<file path="src/hdl/wsdfr_pkg.sv">
package wsdfr_pkg;

	// frame parsing phases
	typedef enum logic [2:0] {
		PH_HDR0,
		PH_HDR1,
		PH_EXTLEN,
		PH_KEY,
		PH_PAYLOAD,
		PH_CLOSED
	} phase_t;

	typedef enum logic [1:0] {
		ACT_TEXT    = 2'd0,
		ACT_PONG    = 2'd1,
		ACT_CLOSE   = 2'd2,
		ACT_DISCARD = 2'd3
	} action_t;

	localparam logic [3:0] OP_TEXT  = 4'h1;
	localparam logic [3:0] OP_CLOSE = 4'h8;
	localparam logic [3:0] OP_PING  = 4'h9;

	localparam logic [6:0] LEN16_CODE = 7'd126;
	localparam logic [6:0] LEN64_CODE = 7'd127;

	// extended length / key byte counts, minus one
	localparam logic [2:0] LEN16_CNT = 3'd1;
	localparam logic [2:0] LEN64_CNT = 3'd7;
	localparam logic [2:0] KEY_CNT   = 3'd3;

	localparam int QUEUE_DEPTH = 4;

	// one classified item from the parser to the output side
	typedef struct packed {
		logic       has_byte;
		logic [7:0] raw_byte;
		logic [7:0] key_byte;
		logic [3:0] opcode;
		logic       last;
	} entry_t;

	function automatic action_t action_of(input logic [3:0] op);
		action_t a;
		case (op)
			OP_TEXT:  a = ACT_TEXT;
			OP_PING:  a = ACT_PONG;
			OP_CLOSE: a = ACT_CLOSE;
			default:  a = ACT_DISCARD;
		endcase
		return a;
	endfunction

endpackage

</file>
<file path="src/hdl/wsdfr_ifs.sv">
interface wsdfr_byte_if;
	logic       valid;
	logic       ready;
	logic [7:0] in_byte;

	modport source (output valid, output in_byte, input ready);
	modport sink (input valid, input in_byte, output ready);
endinterface

interface wsdfr_res_if;
	logic       valid;
	logic       ready;
	logic       has_byte;
	logic [7:0] payload_byte;
	logic [3:0] frame_opcode;
	logic [1:0] action;
	logic       last;

	modport source (output valid, output has_byte, output payload_byte,
		output frame_opcode, output action, output last, input ready);
	modport sink (input valid, input has_byte, input payload_byte,
		input frame_opcode, input action, input last, output ready);
endinterface

</file>
<file path="src/hdl/wsdfr_front.sv">
module wsdfr_front (
	input  logic              clk,
	input  logic              arst_n,
	wsdfr_byte_if.sink        rx,
	input  logic              full,
	output logic              push,
	output wsdfr_pkg::entry_t push_data
);

	wsdfr_pkg::phase_t state_q, state_d;

	logic [3:0]  opcode_q;
	logic        masked_q;
	logic [63:0] len_q;
	logic [2:0]  cnt_q;
	logic [7:0]  key_q [4];
	logic [1:0]  midx_q;

	logic              fire;
	logic [7:0]        b;
	logic [63:0]       ext_len;
	logic [63:0]       hdr_len;
	logic              hdr_len_final;
	logic              key_final;
	logic              len_last;
	logic [7:0]        key_byte;
	wsdfr_pkg::phase_t done_state;
	logic [1:0]        key_slot;

	assign rx.ready = !full;
	assign fire     = rx.valid && rx.ready;
	assign b        = rx.in_byte;

	assign ext_len    = {len_q[55:0], b};
	assign len_last   = (len_q == 64'd1);
	assign key_byte   = masked_q ? key_q[midx_q] : 8'h00;
	assign done_state = (opcode_q == wsdfr_pkg::OP_CLOSE) ? wsdfr_pkg::PH_CLOSED
		: wsdfr_pkg::PH_HDR0;
	assign key_slot   = 2'd3 - cnt_q[1:0];

	// length known at the end of this byte, and whether the header ends here
	always_comb begin
		hdr_len       = len_q;
		hdr_len_final = 1'b0;
		key_final     = 1'b0;
		case (state_q)
			wsdfr_pkg::PH_HDR1: begin
				hdr_len       = {57'd0, b[6:0]};
				hdr_len_final = (b[6:0] != wsdfr_pkg::LEN16_CODE)
					&& (b[6:0] != wsdfr_pkg::LEN64_CODE) && !b[7];
			end
			wsdfr_pkg::PH_EXTLEN: begin
				hdr_len       = ext_len;
				hdr_len_final = (cnt_q == 3'd0) && !masked_q;
			end
			wsdfr_pkg::PH_KEY: begin
				key_final = (cnt_q == 3'd0);
			end
			default: begin
			end
		endcase
	end

	// next state
	always_comb begin
		state_d = state_q;
		if (fire) begin
			case (state_q)
				wsdfr_pkg::PH_HDR0: state_d = wsdfr_pkg::PH_HDR1;
				wsdfr_pkg::PH_HDR1: begin
					if (b[6:0] == wsdfr_pkg::LEN16_CODE || b[6:0] == wsdfr_pkg::LEN64_CODE)
						state_d = wsdfr_pkg::PH_EXTLEN;
					else if (b[7])
						state_d = wsdfr_pkg::PH_KEY;
					else if (hdr_len == 64'd0)
						state_d = done_state;
					else
						state_d = wsdfr_pkg::PH_PAYLOAD;
				end
				wsdfr_pkg::PH_EXTLEN: begin
					if (cnt_q == 3'd0) begin
						if (masked_q)
							state_d = wsdfr_pkg::PH_KEY;
						else if (hdr_len == 64'd0)
							state_d = done_state;
						else
							state_d = wsdfr_pkg::PH_PAYLOAD;
					end
				end
				wsdfr_pkg::PH_KEY: begin
					if (key_final)
						state_d = (len_q == 64'd0) ? done_state : wsdfr_pkg::PH_PAYLOAD;
				end
				wsdfr_pkg::PH_PAYLOAD: begin
					if (len_last)
						state_d = done_state;
				end
				wsdfr_pkg::PH_CLOSED: state_d = wsdfr_pkg::PH_CLOSED;
				default: state_d = wsdfr_pkg::PH_HDR0;
			endcase
		end
	end

	// queue writes: payload bytes and empty-frame completions
	always_comb begin
		push      = 1'b0;
		push_data = '{has_byte: 1'b0, raw_byte: 8'h00, key_byte: 8'h00,
			opcode: opcode_q, last: 1'b1};
		if (fire) begin
			case (state_q)
				wsdfr_pkg::PH_HDR1, wsdfr_pkg::PH_EXTLEN: begin
					push = hdr_len_final && (hdr_len == 64'd0);
				end
				wsdfr_pkg::PH_KEY: begin
					push = key_final && (len_q == 64'd0);
				end
				wsdfr_pkg::PH_PAYLOAD: begin
					push      = 1'b1;
					push_data = '{has_byte: 1'b1, raw_byte: b, key_byte: key_byte,
						opcode: opcode_q, last: len_last};
				end
				default: begin
				end
			endcase
		end
	end

	always_ff @(posedge clk or negedge arst_n) begin
		if (!arst_n) begin
			state_q  <= wsdfr_pkg::PH_HDR0;
			opcode_q <= 4'd0;
			masked_q <= 1'b0;
			len_q    <= 64'd0;
			cnt_q    <= 3'd0;
			midx_q   <= 2'd0;
		end else begin
			state_q <= state_d;
			if (fire) begin
				case (state_q)
					wsdfr_pkg::PH_HDR0: opcode_q <= b[3:0];
					wsdfr_pkg::PH_HDR1: begin
						masked_q <= b[7];
						midx_q   <= 2'd0;
						if (b[6:0] == wsdfr_pkg::LEN16_CODE) begin
							len_q <= 64'd0;
							cnt_q <= wsdfr_pkg::LEN16_CNT;
						end else if (b[6:0] == wsdfr_pkg::LEN64_CODE) begin
							len_q <= 64'd0;
							cnt_q <= wsdfr_pkg::LEN64_CNT;
						end else begin
							len_q <= hdr_len;
							cnt_q <= wsdfr_pkg::KEY_CNT;
						end
					end
					wsdfr_pkg::PH_EXTLEN: begin
						len_q <= ext_len;
						cnt_q <= (cnt_q != 3'd0) ? cnt_q - 3'd1 : wsdfr_pkg::KEY_CNT;
					end
					wsdfr_pkg::PH_KEY: begin
						if (cnt_q != 3'd0)
							cnt_q <= cnt_q - 3'd1;
					end
					wsdfr_pkg::PH_PAYLOAD: begin
						len_q  <= len_q - 64'd1;
						midx_q <= midx_q + 2'd1;
					end
					default: begin
					end
				endcase
			end
		end
	end

	// key bytes land in order of arrival, byte 0 first
	always_ff @(posedge clk) begin
		if (fire && state_q == wsdfr_pkg::PH_KEY)
			key_q[key_slot] <= b;
	end

	a_no_push_when_closed: assert property (@(posedge clk) disable iff (!arst_n)
		state_q == wsdfr_pkg::PH_CLOSED |-> !push)
		else $error("item produced after close");

	a_push_needs_accept: assert property (@(posedge clk) disable iff (!arst_n)
		push |-> fire)
		else $error("queue write without an accepted byte");

	a_payload_len_nonzero: assert property (@(posedge clk) disable iff (!arst_n)
		state_q == wsdfr_pkg::PH_PAYLOAD |-> len_q != 64'd0)
		else $error("payload phase with no bytes left");

	a_key_only_masked: assert property (@(posedge clk) disable iff (!arst_n)
		state_q == wsdfr_pkg::PH_KEY |-> masked_q)
		else $error("mask key read on unmasked frame");

endmodule

</file>
<file path="src/hdl/wsdfr_queue.sv">
module wsdfr_queue #(
	parameter int Depth = wsdfr_pkg::QUEUE_DEPTH
) (
	input  logic              clk,
	input  logic              arst_n,
	input  logic              push,
	input  wsdfr_pkg::entry_t push_data,
	output logic              full,
	input  logic              pop,
	output logic              pop_valid,
	output wsdfr_pkg::entry_t pop_data
);

	localparam int PtrW = (Depth > 1) ? $clog2(Depth) : 1;
	localparam int CntW = $clog2(Depth + 1);
	localparam logic [PtrW-1:0] LastPtr = PtrW'(Depth - 1);
	localparam logic [CntW-1:0] FullCnt = CntW'(Depth);

	wsdfr_pkg::entry_t mem_q [Depth];
	logic [PtrW-1:0]   wr_ptr_q, rd_ptr_q;
	logic [CntW-1:0]   count_q;
	logic              do_push, do_pop;

	assign full      = (count_q == FullCnt);
	assign pop_valid = (count_q != '0);
	assign pop_data  = mem_q[rd_ptr_q];
	assign do_push   = push && !full;
	assign do_pop    = pop && pop_valid;

	always_ff @(posedge clk) begin
		if (do_push)
			mem_q[wr_ptr_q] <= push_data;
	end

	always_ff @(posedge clk or negedge arst_n) begin
		if (!arst_n) begin
			wr_ptr_q <= '0;
			rd_ptr_q <= '0;
			count_q  <= '0;
		end else begin
			if (do_push)
				wr_ptr_q <= (wr_ptr_q == LastPtr) ? '0 : wr_ptr_q + PtrW'(1);
			if (do_pop)
				rd_ptr_q <= (rd_ptr_q == LastPtr) ? '0 : rd_ptr_q + PtrW'(1);
			case ({do_push, do_pop})
				2'b10:   count_q <= count_q + CntW'(1);
				2'b01:   count_q <= count_q - CntW'(1);
				default: count_q <= count_q;
			endcase
		end
	end

endmodule

</file>
<file path="src/hdl/wsdfr_back.sv">
module wsdfr_back (
	input  logic              clk,
	input  logic              arst_n,
	input  logic              head_valid,
	input  wsdfr_pkg::entry_t head,
	output logic              pop,
	wsdfr_res_if.source       res
);

	logic       valid_q;
	logic       has_byte_q;
	logic [7:0] payload_byte_q;
	logic [3:0] opcode_q;
	logic [1:0] action_q;
	logic       last_q;

	// output register refills whenever it is empty or being taken
	assign pop = head_valid && (!valid_q || res.ready);

	always_ff @(posedge clk or negedge arst_n) begin
		if (!arst_n)
			valid_q <= 1'b0;
		else if (!valid_q || res.ready)
			valid_q <= head_valid;
	end

	always_ff @(posedge clk) begin
		if (pop) begin
			has_byte_q     <= head.has_byte;
			payload_byte_q <= head.raw_byte ^ head.key_byte;
			opcode_q       <= head.opcode;
			action_q       <= 2'(wsdfr_pkg::action_of(head.opcode));
			last_q         <= head.last;
		end
	end

	assign res.valid        = valid_q;
	assign res.has_byte     = has_byte_q;
	assign res.payload_byte = payload_byte_q;
	assign res.frame_opcode = opcode_q;
	assign res.action       = action_q;
	assign res.last         = last_q;

endmodule

</file>
<file path="src/hdl/websocket_frame_deframer.sv">
// result path: the edge that accepts a byte writes its item into the queue, and
//   the output register loads it from the queue head once it is empty or being taken
// throughput: one byte per cycle while the queue is not full; queue and output register
//   let either side stall without stopping the other until the queue fills or runs empty
// reset: arst_n asynchronous, active low; parser waits for a first header
//   byte, queue and output register come up empty
module websocket_frame_deframer #(
	parameter int QueueDepth = wsdfr_pkg::QUEUE_DEPTH
) (
	input  logic        clk,
	input  logic        arst_n,
	wsdfr_byte_if.sink  rx_bytes,
	wsdfr_res_if.source results
);

	// parser -> queue
	logic              push;
	wsdfr_pkg::entry_t push_data;
	logic              full;

	// queue -> output side
	logic              pop;
	logic              head_valid;
	wsdfr_pkg::entry_t head;

	// front: walks the frame header (opcode, lengths, mask key) and turns
	// each payload byte, or an empty frame, into one queue item with its key
	// byte already selected; after a close frame it swallows everything
	wsdfr_front u_front (
		.clk       (clk),
		.arst_n    (arst_n),
		.rx        (rx_bytes),
		.full      (full),
		.push      (push),
		.push_data (push_data)
	);

	// short queue decouples parsing from result delivery
	wsdfr_queue #(
		.Depth (QueueDepth)
	) u_queue (
		.clk       (clk),
		.arst_n    (arst_n),
		.push      (push),
		.push_data (push_data),
		.full      (full),
		.pop       (pop),
		.pop_valid (head_valid),
		.pop_data  (head)
	);

	// back: unmasks the byte, maps opcode to action, holds the result
	wsdfr_back u_back (
		.clk        (clk),
		.arst_n     (arst_n),
		.head_valid (head_valid),
		.head       (head),
		.pop        (pop),
		.res        (results)
	);

endmodule

</file>
<file path="src/flat_wrapper.sv">
// flat-port wrapper written by rule: the top's interface ports become plain ports
module websocket_frame_deframer_flat 
#(
	parameter int QueueDepth = wsdfr_pkg::QUEUE_DEPTH
)
  (clk, arst_n, rx_bytes_valid, rx_bytes_in_byte, rx_bytes_ready, results_valid, results_has_byte, results_payload_byte, results_frame_opcode, results_action, results_last, results_ready);
  wsdfr_byte_if rx_bytes_i ();
  wsdfr_res_if results_i ();
  input  logic clk;
  input  logic arst_n;
  input wire logic [$bits(rx_bytes_i.valid)-1:0] rx_bytes_valid;
  input wire logic [$bits(rx_bytes_i.in_byte)-1:0] rx_bytes_in_byte;
  output wire logic [$bits(rx_bytes_i.ready)-1:0] rx_bytes_ready;
  output wire logic [$bits(results_i.valid)-1:0] results_valid;
  output wire logic [$bits(results_i.has_byte)-1:0] results_has_byte;
  output wire logic [$bits(results_i.payload_byte)-1:0] results_payload_byte;
  output wire logic [$bits(results_i.frame_opcode)-1:0] results_frame_opcode;
  output wire logic [$bits(results_i.action)-1:0] results_action;
  output wire logic [$bits(results_i.last)-1:0] results_last;
  input wire logic [$bits(results_i.ready)-1:0] results_ready;
  assign rx_bytes_i.valid = rx_bytes_valid;
  assign rx_bytes_i.in_byte = rx_bytes_in_byte;
  assign rx_bytes_ready = rx_bytes_i.ready;
  assign results_valid = results_i.valid;
  assign results_has_byte = results_i.has_byte;
  assign results_payload_byte = results_i.payload_byte;
  assign results_frame_opcode = results_i.frame_opcode;
  assign results_action = results_i.action;
  assign results_last = results_i.last;
  assign results_i.ready = results_ready;
  websocket_frame_deframer #(.QueueDepth(QueueDepth)) u_core (.clk(clk), .arst_n(arst_n), .rx_bytes(rx_bytes_i), .results(results_i));
endmodule
</file>
<file path="config.mk">
export PLATFORM = sky130hd
export DESIGN_NAME = websocket_frame_deframer_flat
export DESIGN_NICKNAME = d
export VERILOG_FILES = /design/src/hdl/wsdfr_pkg.sv /design/src/hdl/wsdfr_ifs.sv /design/src/hdl/wsdfr_front.sv /design/src/hdl/wsdfr_queue.sv /design/src/hdl/wsdfr_back.sv /design/src/hdl/websocket_frame_deframer.sv /design/src/flat_wrapper.sv
export SDC_FILE = /design/constraint.sdc
export NUM_CORES = 1
export LEC_CHECK = 0
export ABC_AREA = 0
export BUFFER_PORTS_ARGS = -buffer_cell sky130_fd_sc_hd__buf_2
export CAP_MARGIN = 20
export CORE_MARGIN = 3
export CORE_UTILIZATION = 27
export CTS_BUF_LIST = sky130_fd_sc_hd__clkbuf_4
export DETAILED_ROUTE_END_ITERATION = 16
export PLACE_DENSITY_LB_ADDON = 0.3
export SLEW_MARGIN = 20
export SYNTH_ARGS = -nofsm -noshare
export SYNTH_HDL_FRONTEND = slang
export SYNTH_SLANG_ARGS = --single-unit
</file>
<file path="constraint.sdc">
create_clock -name clk -period 5.43 [get_ports clk]
set_clock_uncertainty 0.1 [all_clocks]
set_input_delay 1.086 -clock clk [delete_from_list [all_inputs] [get_ports clk]]
set_output_delay 1.086 -clock clk [all_outputs]
set_load 0.01 [all_outputs]
</file>
==> impl_results.md <==
- Initial Util: between 20% and 30%
- Worst r2r src: u_core.u_front.len_q[31]$_DFFE_PN0P_
- Cts hold-fix bufs: 0
- Root Driver: clkbuf_4
- DIE WIDTH: 207 um
- FF-to-FF path depth: 13
- Post-route setup TNS: 0 ns
- DIE AREA: between 0.04 and 0.05 mm^2
- Core footprint: 0.0393 mm^2
- Type of the worst min-delay path: in -> async
- YS warnings: 0
- GPL Wtd Cong: approximately 0.8
- Max-slew violation count: 0
- Startpoint Class: flip-flop
- DRC: 0
- Crit path capture: u_core.u_queue.count_q[2]$_DFFE_PN0P_
- Cell area power density: roughly 500 mW/mm^2
- Top routing layer in use: met4
- Total routed wirelength: approximately 29000 um
- Detailed-route via count: between 8000 and 9000
- Mapped cell area: between 0.01 and 0.015 mm^2
- Nets: roughly 1000
- Wire per inst: 18.2 um
- First-pass GRT wire length: 45700 um
- Min Clock Period, post-route: roughly 3.9 ns
- CP Max Fanout: 8
- Setup WS post-layout: around 1.5 ns
- Worst Setup SP: u_core.u_front.len_q[31]$_DFFE_PN0P_
- Pin count of the biggest net entering global routing: 76
- Synth Flop Type: edfxtp_1
- RSZ-0062 raised after global routing: false
- Syn_nets: ~1000
- Wire length on met3: approximately 1600 um
- Chip height: approximately 210 um
- Met1 wire length: roughly 13000 um
- Layout cells sized above 1: approximately a fifth
- Final HPWL DP: about 19000 um
- Status: complete, no violations
- Worst EP required: 5.90 ns
- Final critical-path share of the clock period: around 72%
- Final Power: roughly 0.0063 W
- Commonest cells after routing, fill and taps aside: edfxtp_1, nor2_1, clkbuf_4
- Peak supply drop: roughly 150 uV
- Vias in the first global route: 7946
- Setup WS pre-CTS: about 1.4 ns
- Post-CTS Setup Bufs: 0
- Static Leak: roughly 4.6 nW
- CTS H-Tree Depth: 2
- CTS tree: built
- Reported max-cap violation count: 0
- Finish-stage setup viols: 0
- Yosys reg bits: around 220
- Detailed Route Iter0 Violations: 630
- Reg-to-Reg End: u_core.u_queue.count_q[2]$_DFFE_PN0P_
- Total track usage: 13.5%
- Hold Vio Cnt, Final: 0
- CTS max path bufs: 3
- Mapped Cells: around 960
- Remaining global-route overflow: 0
- CTS Buf Count: between 50 and 60
- Clock-pin slew on the worst setup and hold paths: 0.07 ns
- Avg Inst Size Synth: around 11 um^2
- Post-layout util: about a third
- Reg-to-reg slack, setup: between 1 and 1.5 ns
- Worst rel slew slack: between 40% and 50%
- Synthesis-to-layout area growth: 14.1%
- CTS sink cnt: 221
- Vias/cell: just over 5
- Clock Latency Late Sink: 0.72 ns
- Crit path kind: reg -> reg
- Antenna violation net count after detailed routing: 0
- Worst-Margin Slew: between 0.8 and 0.9 ns
- Initial antenna violation count: 1
- FMAX: ~250 MHz
- CTS resizes: 0
- Post-synth cell types: 67
- Async S/R FF share, synth: 38.5%
- Commonest non-fill, non-tap cell in the layout: edfxtp_1
- Worst EP arrival: 4.41 ns
- Setup crit end kind: flip-flop
- Site row count: 72
- First-pass DRT Iterations: 5
- Seq/Total Area, Yosys: 57.0%
- Metal2 WL: approximately 13000 um
- Number of flops mapped to enable cells by yosys: approximately 140
- Port Buffers: 29
- Hold slack: 0.284 ns
- Ports: 30
## registers in the layout, summed over array words and instances (netlist names)
register / count
u_core.u_back.res.action: 2
u_core.u_back.res.frame_opcode: 4
u_core.u_back.res.has_byte: 1
u_core.u_back.res.last: 1
u_core.u_back.res.payload_byte: 8
u_core.u_back.res.valid: 1
u_core.u_front.cnt_q: 3
u_core.u_front.key_q: 32
u_core.u_front.len_q: 64
u_core.u_front.masked_q: 1
u_core.u_front.midx_q: 2
u_core.u_front.opcode_q: 4
u_core.u_front.state_q: 3
u_core.u_queue.count_q: 3
u_core.u_queue.mem_q: 88
u_core.u_queue.rd_ptr_q: 2
u_core.u_queue.wr_ptr_q: 2
## cell families (layout without fill, tap and decap cells)
| group | count (synthesis) | in the layout | synth area share (%) |
|---|---|---|---|
| AOI/OAI and AO/OA | 246 | 246 | 13.7 |
| xor gates and xnor gates | 36 | 36 | 2.90 |
| adders and majority gates | 15 | 15 | 1.79 |
| buffers and inverters | 74 | 172 | 2.69 |
| DFF | 221 | 221 | 57.0 |
| muxes | 35 | 35 | 5.87 |
| other | 0 | 2 | 0 |
| and+or+nand+nor | 332 | 332 | 16.0 |
## worst max-delay path: stages, from the launching register on
cell and delay, ns:
dfrtp_1 0.48, nor4_1 0.67, nand3_1 0.31, nor4_2 0.47, and2_1 0.24, nand3_1 0.09, nor2_1 0.12, o221a_2 0.29
inv_1 0.06, ha_1 0.23, fa_1 0.38, xnor2_1 0.16, nor2_1 0.06, xor2_1 0.13
## stage by stage
step,area [um^2],instances
after floorplan,10900,959
after global placement,11600,1467
after detailed placement,11600,1467
after CTS,12400,1575
after global routing,12400,1577
final,12400,1577
## synthesized netlist by cell type, types with 3 or more instances
cell	number	area (um^2)
o21ai_0	95	475
and2_1	10	62.6
dfrtp_1	85	2130
mux4_2	22	495
o22ai_1	6	37.5
nor2_1	104	390
xor2_1	34	298
or4_1	4	30.0
nand2b_1	4	25.0
a221o_1	4	40.0
nand3_1	16	80.1
nor4_2	9	113
a41oi_1	3	26.3
edfxtp_1	136	4080
buf_1	5	18.8
a32oi_1	16	140
nand4_1	11	68.8
a21oi_1	55	275
o21ai_1	10	50.1
o41ai_1	3	26.3
nor3_1	41	205
o31ai_1	6	45.0
nor3b_1	4	30.0
or3_1	6	37.5
inv_1	19	71.3
and3_1	27	169
buf_2	6	30.0
a31oi_1	5	31.3
ha_1	14	175
nand2_1	59	221
clkbuf_1	42	158
nor4_1	17	106
nand3b_1	3	22.5
a211oi_1	3	22.5
mux2_2	11	124
a22oi_1	21	158
## per-layer routing
layer | track usage (%) | up-vias
li1 | - | 3784
met1 | 19.0 | 4033
met2 | 21.0 | 247
met3 | 2.92 | 44
met4 | 4.33 | 0
met5 | 0 | -
## how the worst min path moves through the flow
stage | start | end | slack [ns] | cells after the start
after global routing | arst_n | u_core.u_front.len_q[58]$_DFFE_PN0P_ | 0.28 | 1
after detailed placement | u_core.u_queue.count_q[2]$_DFFE_PN0P_ | u_core.u_queue.count_q[2]$_DFFE_PN0P_ | 0.39 | 1
after CTS | arst_n | u_core.u_front.len_q[56]$_DFFE_PN0P_ | 0.26 | 1
after global placement | u_core.u_queue.count_q[2]$_DFFE_PN0P_ | u_core.u_queue.count_q[2]$_DFFE_PN0P_ | 0.39 | 1
final | arst_n | u_core.u_front.len_q[41]$_DFFE_PN0P_ | 0.28 | 1
after floorplan | u_core.u_queue.count_q[2]$_DFFE_PN0P_ | u_core.u_queue.count_q[2]$_DFFE_PN0P_ | 0.36 | 1
## cell type report
type	instances	area [um^2]
Antenna cell	2	5.00
Fill cell	4102	26800
Sequential cell	221	6210
Tap cell	518	648
Timing Repair Buffer	45	268
Inverter	19	71.3
Clock buffer	96	721
Multi-Input combinational cell	664	4420
Clock inverter	12	87.6
## where the power goes
group	internal (W)	switching, W
registers	0.00211	0.000493
logic	0.000810	0.00137
clock network	0.000848	0.000704
total	0.00377	0.00257
No activity file was read; power rests on OpenSTA's default activity.
